### src/hw/rtl/msrs_pkg.sv
package msrs_pkg;

	localparam int          TABLE_LEN  = 8;
	localparam int          TIDX_W     = $clog2(TABLE_LEN);
	localparam logic [3:0]  NUM_STEPS  = 4'd8;
	localparam logic [3:0]  STEP_IDX_MAX = 4'd15;
	localparam logic [16:0] CENTRE_POS = 17'd32768;

	typedef enum logic [1:0] {
		REQ_UPDATE = 2'd0,
		REQ_START  = 2'd1,
		REQ_ABORT  = 2'd2
	} req_t;

	localparam logic [2:0] CFG_TICK_PERIOD   = 3'd0;
	localparam logic [2:0] CFG_SETTLE        = 3'd1;
	localparam logic [2:0] CFG_STEP          = 3'd2;
	localparam logic [2:0] CFG_CENTRE_FORCE  = 3'd3;
	localparam logic [2:0] CFG_CENTRE_TOL    = 3'd4;
	localparam logic [2:0] CFG_CENTRE_TMO    = 3'd5;

	typedef struct packed {
		logic [15:0] tick_period_ms;
		logic [15:0] settle_ms;
		logic [15:0] step_ms;
		logic [14:0] centre_force;
		logic [14:0] centre_tolerance;
		logic [15:0] centre_timeout_ms;
	} cfg_t;

	typedef struct packed {
		logic        active;
		logic        centring;
		logic        stepping;
		logic [3:0]  step_index;
		logic        step_negative;
		logic [31:0] phase_start_ms;
		logic [31:0] last_tick_ms;
		logic [31:0] centre_start_ms;
	} seq_state_t;

	typedef struct packed {
		logic               owns_channel;
		logic               force_valid;
		logic signed [15:0] force_cmd;
		logic               log_valid;
		logic signed [15:0] log_force;
		logic [31:0]        log_elapsed_ms;
		logic [15:0]        log_steering;
		logic               log_end;
		logic               running;
	} result_t;

	function automatic logic [14:0] step_mag(input logic [3:0] idx);
		logic [TIDX_W-1:0] ti;
		logic [14:0]       mag;
		ti = (idx >= 4'(TABLE_LEN)) ? TIDX_W'(TABLE_LEN - 1) : idx[TIDX_W-1:0];
		unique case (ti)
			3'd0:    mag = 15'd3000;
			3'd1:    mag = 15'd5000;
			3'd2:    mag = 15'd7000;
			3'd3:    mag = 15'd10000;
			3'd4:    mag = 15'd14000;
			3'd5:    mag = 15'd19000;
			3'd6:    mag = 15'd25000;
			default: mag = 15'd32000;
		endcase
		return mag;
	endfunction

endpackage

### src/hw/rtl/msrs_core.sv
module msrs_core import msrs_pkg::*; (
	input  cfg_t        cfg,
	input  seq_state_t  st,
	input  logic [1:0]  req_type,
	input  logic [31:0] now_ms,
	input  logic [15:0] steering,
	output seq_state_t  nxt,
	output result_t     res
);

	logic [31:0]        since_tick;
	logic [31:0]        since_phase;
	logic [31:0]        since_centre;
	logic signed [16:0] err;
	logic signed [16:0] tol;
	logic               off;
	logic               err_pos;
	logic signed [15:0] cforce;
	logic signed [15:0] sforce;
	logic [3:0]         idx_inc;

	assign since_tick   = now_ms - st.last_tick_ms;
	assign since_phase  = now_ms - st.phase_start_ms;
	assign since_centre = now_ms - st.centre_start_ms;
	assign err     = $signed({1'b0, steering}) - $signed(CENTRE_POS);
	assign tol     = $signed({2'b00, cfg.centre_tolerance});
	assign off     = (err > tol) || (err < -tol);
	assign err_pos = err > 17'sd0;
	assign cforce  = err_pos ? -$signed({1'b0, cfg.centre_force})
	                         : $signed({1'b0, cfg.centre_force});
	assign sforce  = st.step_negative ? -$signed({1'b0, step_mag(st.step_index)})
	                                  : $signed({1'b0, step_mag(st.step_index)});
	assign idx_inc = (st.step_index < STEP_IDX_MAX) ? st.step_index + 4'd1 : st.step_index;

	always_comb begin
		nxt = st;
		res = '0;
		unique case (req_type)
			REQ_START: nxt.active = 1'b1;
			REQ_ABORT: nxt.active = 1'b0;
			REQ_UPDATE: begin
				if (!st.active) begin
					nxt.step_index      = 4'd0;
					nxt.stepping        = 1'b0;
					nxt.centring        = 1'b1;
					nxt.phase_start_ms  = now_ms;
					nxt.centre_start_ms = now_ms;
				end else if (since_tick < {16'd0, cfg.tick_period_ms}) begin
					res.owns_channel = 1'b1;
				end else begin
					nxt.last_tick_ms = now_ms;
					res.owns_channel = 1'b1;
					res.force_valid  = 1'b1;
					if (st.centring) begin
						if (off && (since_centre < {16'd0, cfg.centre_timeout_ms})) begin
							res.force_cmd      = cforce;
							nxt.phase_start_ms = now_ms;
						end else if (since_phase >= {16'd0, cfg.settle_ms}) begin
							nxt.centring       = 1'b0;
							nxt.step_negative  = err_pos;
							nxt.phase_start_ms = now_ms;
							nxt.stepping       = 1'b1;
						end
					end else if (!st.stepping) begin
						if (since_phase >= {16'd0, cfg.settle_ms}) begin
							nxt.centring        = 1'b1;
							nxt.phase_start_ms  = now_ms;
							nxt.centre_start_ms = now_ms;
						end
					end else begin
						res.force_cmd      = sforce;
						res.log_valid      = 1'b1;
						res.log_force      = sforce;
						res.log_elapsed_ms = since_phase;
						res.log_steering   = steering;
						if (since_phase >= {16'd0, cfg.step_ms}) begin
							nxt.stepping       = 1'b0;
							nxt.centring       = 1'b1;
							nxt.phase_start_ms = now_ms;
							nxt.step_index     = idx_inc;
							if (idx_inc >= NUM_STEPS) begin
								nxt.active    = 1'b0;
								res.force_cmd = 16'sd0;
								res.log_end   = 1'b1;
							end
						end
					end
				end
			end
			default: ;
		endcase
		res.running = nxt.active;
	end

endmodule

### src/hw/rtl/motor_step_response_sequencer_unit.sv
// Step-response test sequencer.
// A result is offered once its request has passed the input register and the result register.
// Throughput: one request per cycle while rsp_stall does not hold a pending result; the sequence
// state updates in the cycle the request leaves the input register.
// Reset (async, active low) clears the sequence state and loads register defaults.
module motor_step_response_sequencer_unit import msrs_pkg::*; (
	input  logic               clk,
	input  logic               arst_n,
	input  logic               req_valid,
	output logic               req_stall,
	input  logic [1:0]         req_type,
	input  logic [31:0]        now_ms,
	input  logic [15:0]        steering,
	input  logic               cfg_valid,
	output logic               cfg_ready,
	input  logic [2:0]         cfg_index,
	input  logic [15:0]        cfg_data,
	output logic               rsp_valid,
	input  logic               rsp_stall,
	output logic               owns_channel,
	output logic               force_valid,
	output logic signed [15:0] force_cmd,
	output logic               log_valid,
	output logic signed [15:0] log_force,
	output logic [31:0]        log_elapsed_ms,
	output logic [15:0]        log_steering,
	output logic               log_end,
	output logic               running
);

	cfg_t        cfg_q;
	seq_state_t  state_q;
	seq_state_t  state_nxt;
	result_t     res_nxt;
	result_t     res_q;
	logic        valid_s1;
	logic [1:0]  req_type_s1;
	logic [31:0] now_ms_s1;
	logic [15:0] steering_s1;
	logic        rsp_valid_q;
	logic        adv;

	assign adv       = valid_s1 && (!rsp_valid_q || !rsp_stall);
	assign req_stall = valid_s1 && !adv;
	assign cfg_ready = 1'b1;

	always_ff @(posedge clk or negedge arst_n) begin
		if (!arst_n) begin
			cfg_q.tick_period_ms    <= 16'd10;
			cfg_q.settle_ms         <= 16'd500;
			cfg_q.step_ms           <= 16'd250;
			cfg_q.centre_force      <= 15'd9000;
			cfg_q.centre_tolerance  <= 15'd7000;
			cfg_q.centre_timeout_ms <= 16'd2500;
		end else if (cfg_valid && cfg_ready) begin
			unique case (cfg_index)
				CFG_TICK_PERIOD:  cfg_q.tick_period_ms    <= cfg_data;
				CFG_SETTLE:       cfg_q.settle_ms         <= cfg_data;
				CFG_STEP:         cfg_q.step_ms           <= cfg_data;
				CFG_CENTRE_FORCE: cfg_q.centre_force      <= cfg_data[14:0];
				CFG_CENTRE_TOL:   cfg_q.centre_tolerance  <= cfg_data[14:0];
				CFG_CENTRE_TMO:   cfg_q.centre_timeout_ms <= cfg_data;
				default: ;
			endcase
		end
	end

	always_ff @(posedge clk or negedge arst_n) begin
		if (!arst_n) begin
			valid_s1 <= 1'b0;
		end else if (!req_stall) begin
			valid_s1 <= req_valid;
		end
	end

	always_ff @(posedge clk) begin
		if (req_valid && !req_stall) begin
			req_type_s1 <= req_type;
			now_ms_s1   <= now_ms;
			steering_s1 <= steering;
		end
	end

	msrs_core u_core (
		.cfg      (cfg_q),
		.st       (state_q),
		.req_type (req_type_s1),
		.now_ms   (now_ms_s1),
		.steering (steering_s1),
		.nxt      (state_nxt),
		.res      (res_nxt)
	);

	always_ff @(posedge clk or negedge arst_n) begin
		if (!arst_n) begin
			state_q     <= '0;
			rsp_valid_q <= 1'b0;
		end else begin
			if (adv) begin
				state_q <= state_nxt;
			end
			if (adv) begin
				rsp_valid_q <= 1'b1;
			end else if (!rsp_stall) begin
				rsp_valid_q <= 1'b0;
			end
		end
	end

	always_ff @(posedge clk) begin
		if (adv) begin
			res_q <= res_nxt;
		end
	end

	assign rsp_valid      = rsp_valid_q;
	assign owns_channel   = res_q.owns_channel;
	assign force_valid    = res_q.force_valid;
	assign force_cmd      = res_q.force_cmd;
	assign log_valid      = res_q.log_valid;
	assign log_force      = res_q.log_force;
	assign log_elapsed_ms = res_q.log_elapsed_ms;
	assign log_steering   = res_q.log_steering;
	assign log_end        = res_q.log_end;
	assign running        = res_q.running;

endmodule

### config.mk
export PLATFORM = sky130hd
export DESIGN_NAME = motor_step_response_sequencer_unit
export DESIGN_NICKNAME = d
export VERILOG_FILES = /design/src/hw/rtl/msrs_pkg.sv /design/src/hw/rtl/msrs_core.sv /design/src/hw/rtl/motor_step_response_sequencer_unit.sv
export SDC_FILE = /design/constraint.sdc
export NUM_CORES = 1
export LEC_CHECK = 0
export BUFFER_PORTS_ARGS = -buffer_cell sky130_fd_sc_hd__buf_2
export CAP_MARGIN = 0
export CORE_ASPECT_RATIO = 1.1
export CORE_UTILIZATION = 62
export CTS_CLUSTER_DIAMETER = 40
export DETAILED_ROUTE_END_ITERATION = 8
export GPL_TIMING_DRIVEN = 0
export PLACE_DENSITY_LB_ADDON = 0.3
export SLEW_MARGIN = 10
export SYNTH_ARGS = -nofsm -noshare
export SYNTH_HDL_FRONTEND = slang
export SYNTH_SLANG_ARGS = --single-unit
### constraint.sdc
create_clock -name clk -period 7.3 [get_ports clk]
set_input_delay 2.19 -clock clk [delete_from_list [all_inputs] [get_ports clk]]
set_output_delay 2.19 -clock clk [all_outputs]
set_load 0.03 [all_outputs]
# --- After elaboration in Yosys (flattened, before gate mapping) ---
# Index checks and enable logic that the tools add are counted.
classes:
  n_bitwise: 6
  n_reduce_logical: 31
  mux: 45
  order_cmp: 10
  n_addsub: 8
  eq_ne: 25
ops:
  columns: ["cell", "n"]
  rows:
  - ["2-to-1 mux 32 bit", 9]
  - ["case mux 15 bit (7 select lines)", 1]
  - ["2-to-1 mux 104 bit", 1]
  - ["2-to-1 mux 16 bit", 6]
  - ["subtractor 32 bit", 3]
  - ["2-to-1 mux 84 bit", 1]
  - ["2-to-1 mux 83 bit", 1]
  - ["2-to-1 mux 82 bit", 1]
  - ["2-to-1 mux 66 bit", 1]
  - [">= comparator 32 x 16 -> 1 bit", 2]
  - ["less-than comparator 32 x 16 -> 1 bit", 2]
  - ["2-to-1 mux 33 bit", 1]
  - ["negation 15 -> 16 bit", 2]
  - ["AND reduction 6 bit", 3]
  - ["> comparator 17 x 1 -> 1 bit (second input constant)", 1]
  - ["> comparator 17 x 16 -> 1 bit", 1]
  - ["less-than comparator 17 bit", 1]
  - ["negation 15 -> 17 bit", 1]
  - ["subtractor 16 x 16 -> 17 bit (second input constant)", 1]
  - ["== test 3 bit (second input constant)", 5]
  - ["2-to-1 mux 7 bit", 2]
  - ["AND reduction 2 bit", 7]
  - ["== test 3 x 2 -> 1 bit (second input constant)", 4]
  - ["2-to-1 mux 1 bit", 12]
  - ["other kinds (32)", 56]
word_totals:
  out_inout_bits: 88
  reg_bits: 335
  wordCells: 153
  in_bits: 74

# --- Depth between registers and ports, before layout ---
logic_depth:
  depth_word: 12
  mapped_depth: 25
  ltp_nobuf: 23

# --- By module ---
# Synthesis repeated with hierarchy kept, for this count alone.
hier_totals:
  hier_cells: 2381
  hier_area_um2: 23719.0
modules_own_cells:
  columns: ["mod", "area_each_um2", "instances", "cells_per_inst", "seq_area_each_um2"]
  rows:
  - ["msrs_core", 12040.3, 1, 1813, 0.0]
  - ["motor_step_response_sequencer_unit", 11678.7, 1, 568, 9097.5]

# --- Worst setup path before layout ---
# Ideal clock, no wire load.
synth_path:
  kind: "input to register"
  start: "input port rsp_stall"
  end: "register state_q[38] (netlist name)"
  setup_time_ns: 0.125
  cell_stages: 6
  slack_ns: 1.971
  t_arrival_ns: 5.204
  path_buffers: 1
  required_ns: 7.175
  path_cell_list: "nand2_1 > nand2_1 > inv_1 > nand2_1 > clkbuf_1 > mux2_2"
synth_via:
  elab_chain_len: 4
synth_lines:
  columns: ["item", "line", "rtl"]
  rows:
  - ["from (decl)", "motor_step_response_sequencer_unit.sv:19", "input logic rsp_stall,"]
  - ["logical NOT 1 bit", null, null]
  - ["logical OR 1 bit", "motor_step_response_sequencer_unit.sv:43", "assign adv = valid_s1 && (!rsp_valid_q || !rsp_stall);"]
  - ["logical AND 1 bit", "motor_step_response_sequencer_unit.sv:43", null]
  - ["named net adv", "motor_step_response_sequencer_unit.sv:41", "logic adv;"]
  - ["AND reduction 4 bit (no line)", null, null]
  - ["to (signal assigned)", "motor_step_response_sequencer_unit.sv:100", "state_q <= state_nxt;"]
  - ["to (decl)", "motor_step_response_sequencer_unit.sv:32", "seq_state_t state_q;"]
# The timed path passes the listed nets, and every way through them passes these cells.
# A chain may end at the register's enable or synchronous reset.

# --- Worst setup path in the final report ---
layout_path:
  start: "register now_ms_s1[0]"
  end: "register res_q (netlist bit force_cmd[10]), data pin"
layout_via:
  elab_chain_len: 5
  elab_cells_between_ends: 12
  cone_classes: "add/sub: 3; order compare: 3; mux: 4; reduce/logical: 2"
layout_lines:
  columns: ["item", "line", "rtl"]
  rows:
  - ["from (decl)", "motor_step_response_sequencer_unit.sv:38", "logic [31:0] now_ms_s1;"]
  - ["from (signal assigned)", "motor_step_response_sequencer_unit.sv:79", "now_ms_s1 <= now_ms;"]
  - ["subtractor 32 bit, on equally long branches", "msrs_core.sv:23, msrs_core.sv:24", null]
  - [">= comparator 32 x 16 -> 1 bit or less-than comparator 32 x 16 -> 1 bit (tied branches)", "msrs_core.sv:76, msrs_core.sv:55", null]
  - ["2-to-1 mux 16 bit or logical AND 1 bit (tied branches)", "msrs_core.sv:76, msrs_core.sv:55", null]
  - ["2-to-1 mux 82 bit or 2-to-1 mux 16 bit (tied branches)", "msrs_core.sv:64, msrs_core.sv:55", null]
  - ["2-to-1 mux 16 bit", "msrs_core.sv:54", "if (st.centring) begin"]
  - ["to (signal assigned)", "motor_step_response_sequencer_unit.sv:112", "res_q <= res_nxt;"]
  - ["to (decl)", "motor_step_response_sequencer_unit.sv:35", "result_t res_q;"]
# Several ways; a longest one is shown, not always the timed one.

==> results by group <==
STA
  – Slew @ Worst Pin: 955 ps
  – Unrepaired setup endpoints after global routing: no
  – Min Tclk post-route: 6870 ps
  – Worst Skew: 28.4 ps
  – Final setup viols: 0
  – Setup TNS: 0 ps
  – Max-slew violation count: 0
  – Hold WS: 501 ps
  – Upper clock frequency limit: 0.145 GHz
  – Slew headroom: 0.359
  – Fin crit share: 0.942
  – Final Hold Fails: 0

Detailed routing
  – Wirelength per Cell: 20.2 um
  – Pre-Repair DR Iteration Count: 5
  – Via density: 6.16
  – Remaining DRCs: 0
  – Drt total wl: 57.6 mm
  – Post-DRT Antenna Nets: 0
  – First DRT Iteration DRCs: 1044
  – Routed vias: 17.6k

Power
  – Clock power frac: 0.256
  – Psw: 3.89 mW
  – PD cells: 393 nW/um2
  – Internal Power: 5.71 mW
  – Switching portion of total power: 0.405
  – Logic pwr share: 0.471
  – Leakage: 11.1 nW
  – Max VDD drop: 0.283 mV
  – Seq pwr share: 0.274

Clocking
  – Post-CTS setup buffers: 0
  – CTS tree: yes
  – Root Driver: clkbuf_16
  – Worst-skew pair later-pin latency: 600 ps
  – CTS resizes: 2
  – Clock-pin slew on the worst setup and hold paths: 60 ps
  – CTS buffer count: 49
  – CTS sink count: 332
  – Cts hold-fix bufs: 0
  – CTS max path bufs: 3
  – # H-tree levels: 2

Critical path
  – WP data required: 7600 ps
  – Worst setup path class: reg2reg
  – Critical path buffer and inverter count: 5
  – Crit-path most repeated cell: inv_1
  – Critical Path Start Type: register
  – Critical path's slowest cell: or4_1
  – Largest stage delay, worst path: 530 ps
  – CP delay by family, top: simple AND/OR/NAND/NOR gates
  – WP data arrival: 7170 ps
  – Crit-path max FO: 10
  – Crit. End Element: register

Synthesis
  – FF+latch count, synth: 332
  – Post-Syn Area: 21300 um2
  – Sequential share of the synthesized area: 0.423
  – Area leader, netlist: dfrtp_1
  – Post-synth EDFFs: 132
  – Synth cell types: 85
  – Synth top area share: 0.199
  – Top cells by area, synth: dfrtp_1 (20%), edfxtp_1 (19%), ha_1 (11%)
  – Syn Area/Cell: 9.81 um2
  – FFs w/ async S/R, synth: 0.602
  – Gate Count Post-Synth: 2170
  – Ys flop type: dfrtp_1
  – Synth Warn #: 0

Floorplanning
  – Die width: 179 um
  – Row count: 70
  – Starting Density: 0.635
  – Die area: 35100 um2
  – CORE AREA: 33500 um2
  – Chip Height: 196 um
  – # IOs: 162

Layout
  – Inserted Diodes: 0
  – Layout Nets: 2651
  – Finished Core Util: 0.730
  – Layout cells sized above 1: 0.182
  – Layout Area Growth over Synthesis: 15.0%

Hold path
  – Hold Crit Class: reg2reg

Global routing
  – Antenna violations before repair: 0
  – Global route overflow: 0
  – Total track usage: 0.336
  – Largest net degree at the start of global routing: 95
  – Global-route wire length before repair: 90.9 mm
  – Vias in the first global route: 17.5k

Placement
  – Placer congestion estimate: 0.924
  – DP Wirelength: 44.1 mm
  – Buffers on Ports: 157

Status
  – Status: completed

Flow run
  – Max Cap Viol: 0
## synth_stat cells (15+ instances only)
cell and instances:
dfrtp_1 169, nor4_1 18, o21ai_0 155, xnor2_1 66
mux2_2 98, nor3_1 39, xor2_1 38, nor2_1 127
ha_1 191, edfxtp_1 132, nor2b_1 22, nand2_1 192
and3_1 45, a21oi_1 146, clkbuf_1 61, inv_1 212
dfstp_2 31, nand3_1 28, o21a_1 20, nand2b_1 22
mux2_4 29, nand4_1 37, o22ai_1 15, a21o_1 42
a211oi_1 21
## worst reg2reg max path, delay by kind of cell, from the launching register on
kind                     cells  cell delay [ps]
AO/OA/AOI/OAI                8             1730
XOR/XNOR                     1               90
adder cells (fa/ha/maj)      3              840
buffers and inverters        5             1090
flip-flops                   1              410
AND/OR/NAND/NOR              8             2400
## power by group through the flow
stage	clock [mW]	sequential, mW	combinational, mW
2_1_floorplan	0	2.65	3.26
3_3_place_gp	0	2.63	4.27
3_5_place_dp	0	2.65	4.42
4_1_cts	2.48	2.62	4.47
5_1_grt	2.55	2.68	5.01
6_report	2.45	2.63	4.52
## metal layers
metal	wire [um]	vias up	GRT usage
met2	28800	612	0.584
li1	-	8260	-
met5	0	-	0
met4	2610	0	0.160
met1	22800	8562	0.403
met3	3370	145	0.0563
## final cells by class
cell class / count / area [um2]
multi-input cells: 1553 / 11200
fillers: 2439 / 9070
flip-flops and latches: 332 / 9010
clock buffers: 60 / 1370
repair buffers: 160 / 878
inverters: 213 / 802
well taps: 432 / 541
clock inverters: 32 / 363
plain buffers: 74 / 325
## kinds of logic (layout without fill, tap and decap cells)
kind of cell / after synthesis / in the layout / share of synthesized area
XOR/XNOR: 104 / 104 / 0.0428
AND/OR/NAND/NOR: 589 / 589 / 0.135
flip-flops: 332 / 332 / 0.423
adder cells (fa/ha/maj): 194 / 194 / 0.115
multiplexers: 134 / 134 / 0.0756
buffers and inverters: 287 / 539 / 0.0527
other: 2 / 4 / 0.000353
AO/OA/AOI/OAI: 528 / 528 / 0.156
## worst paths after layout
kind	cells past startpoint	start	slack (ps)	to
max in group asynchronous	3	arst_n	4700	cfg_q[39]
max	25	now_ms_s1[0]	430	force_cmd[10]
min	1	state_q[38]	500	state_q[38]
max reg2reg	25	now_ms_s1[0]	430	force_cmd[10]
min in group asynchronous	1	arst_n	1450	state_q[57]
min reg2reg	1	state_q[38]	500	state_q[38]
## placed cells by master, fill, tap and decap left out, drive strengths merged, types with 15 or more instances in the layout
cell	netlist	routed
nor4	18	18
mux2	127	127
ha	191	191
nand3	28	28
clkbuf	61	122
nor2	127	127
inv	212	225
and3	45	45
xor2	38	38
dfstp	31	31
a21oi	147	147
nor2b	22	22
nand2b	22	22
o21ai	156	156
a21o	42	42
xnor2	66	66
a211oi	21	21
nand4	37	37
buf	13	172
nand2	192	192
nor3	39	39
edfxtp	132	132
o21a	20	20
dfrtp	169	169
o22ai	15	15
## sequential cells by signal (all words and copies together) (netlist names)
name            flops
req_type_s1         2
steering_s1        16
cfg_q              94
owns_channel        1
state_q           104
rsp_valid           1
valid_s1            1
log_valid           1
log_force          13
log_end             1
log_steering       16
force_cmd          16
now_ms_s1          32
force_valid         1
log_elapsed_ms     32
running             1
## through the flow
stage	instances	cell area [um2]	power (mW)	setup WS, ps
after floorplan	2172	21300	5.91	1970
after global placement	2761	22600	6.91	-225
after detailed placement	2764	22700	7.07	-322
after CTS	2856	24500	9.58	222
after global routing	2856	24500	10.2	81.0
final	2856	24500	9.61	427
Note: power is estimated with default switching activity, not from simulation.
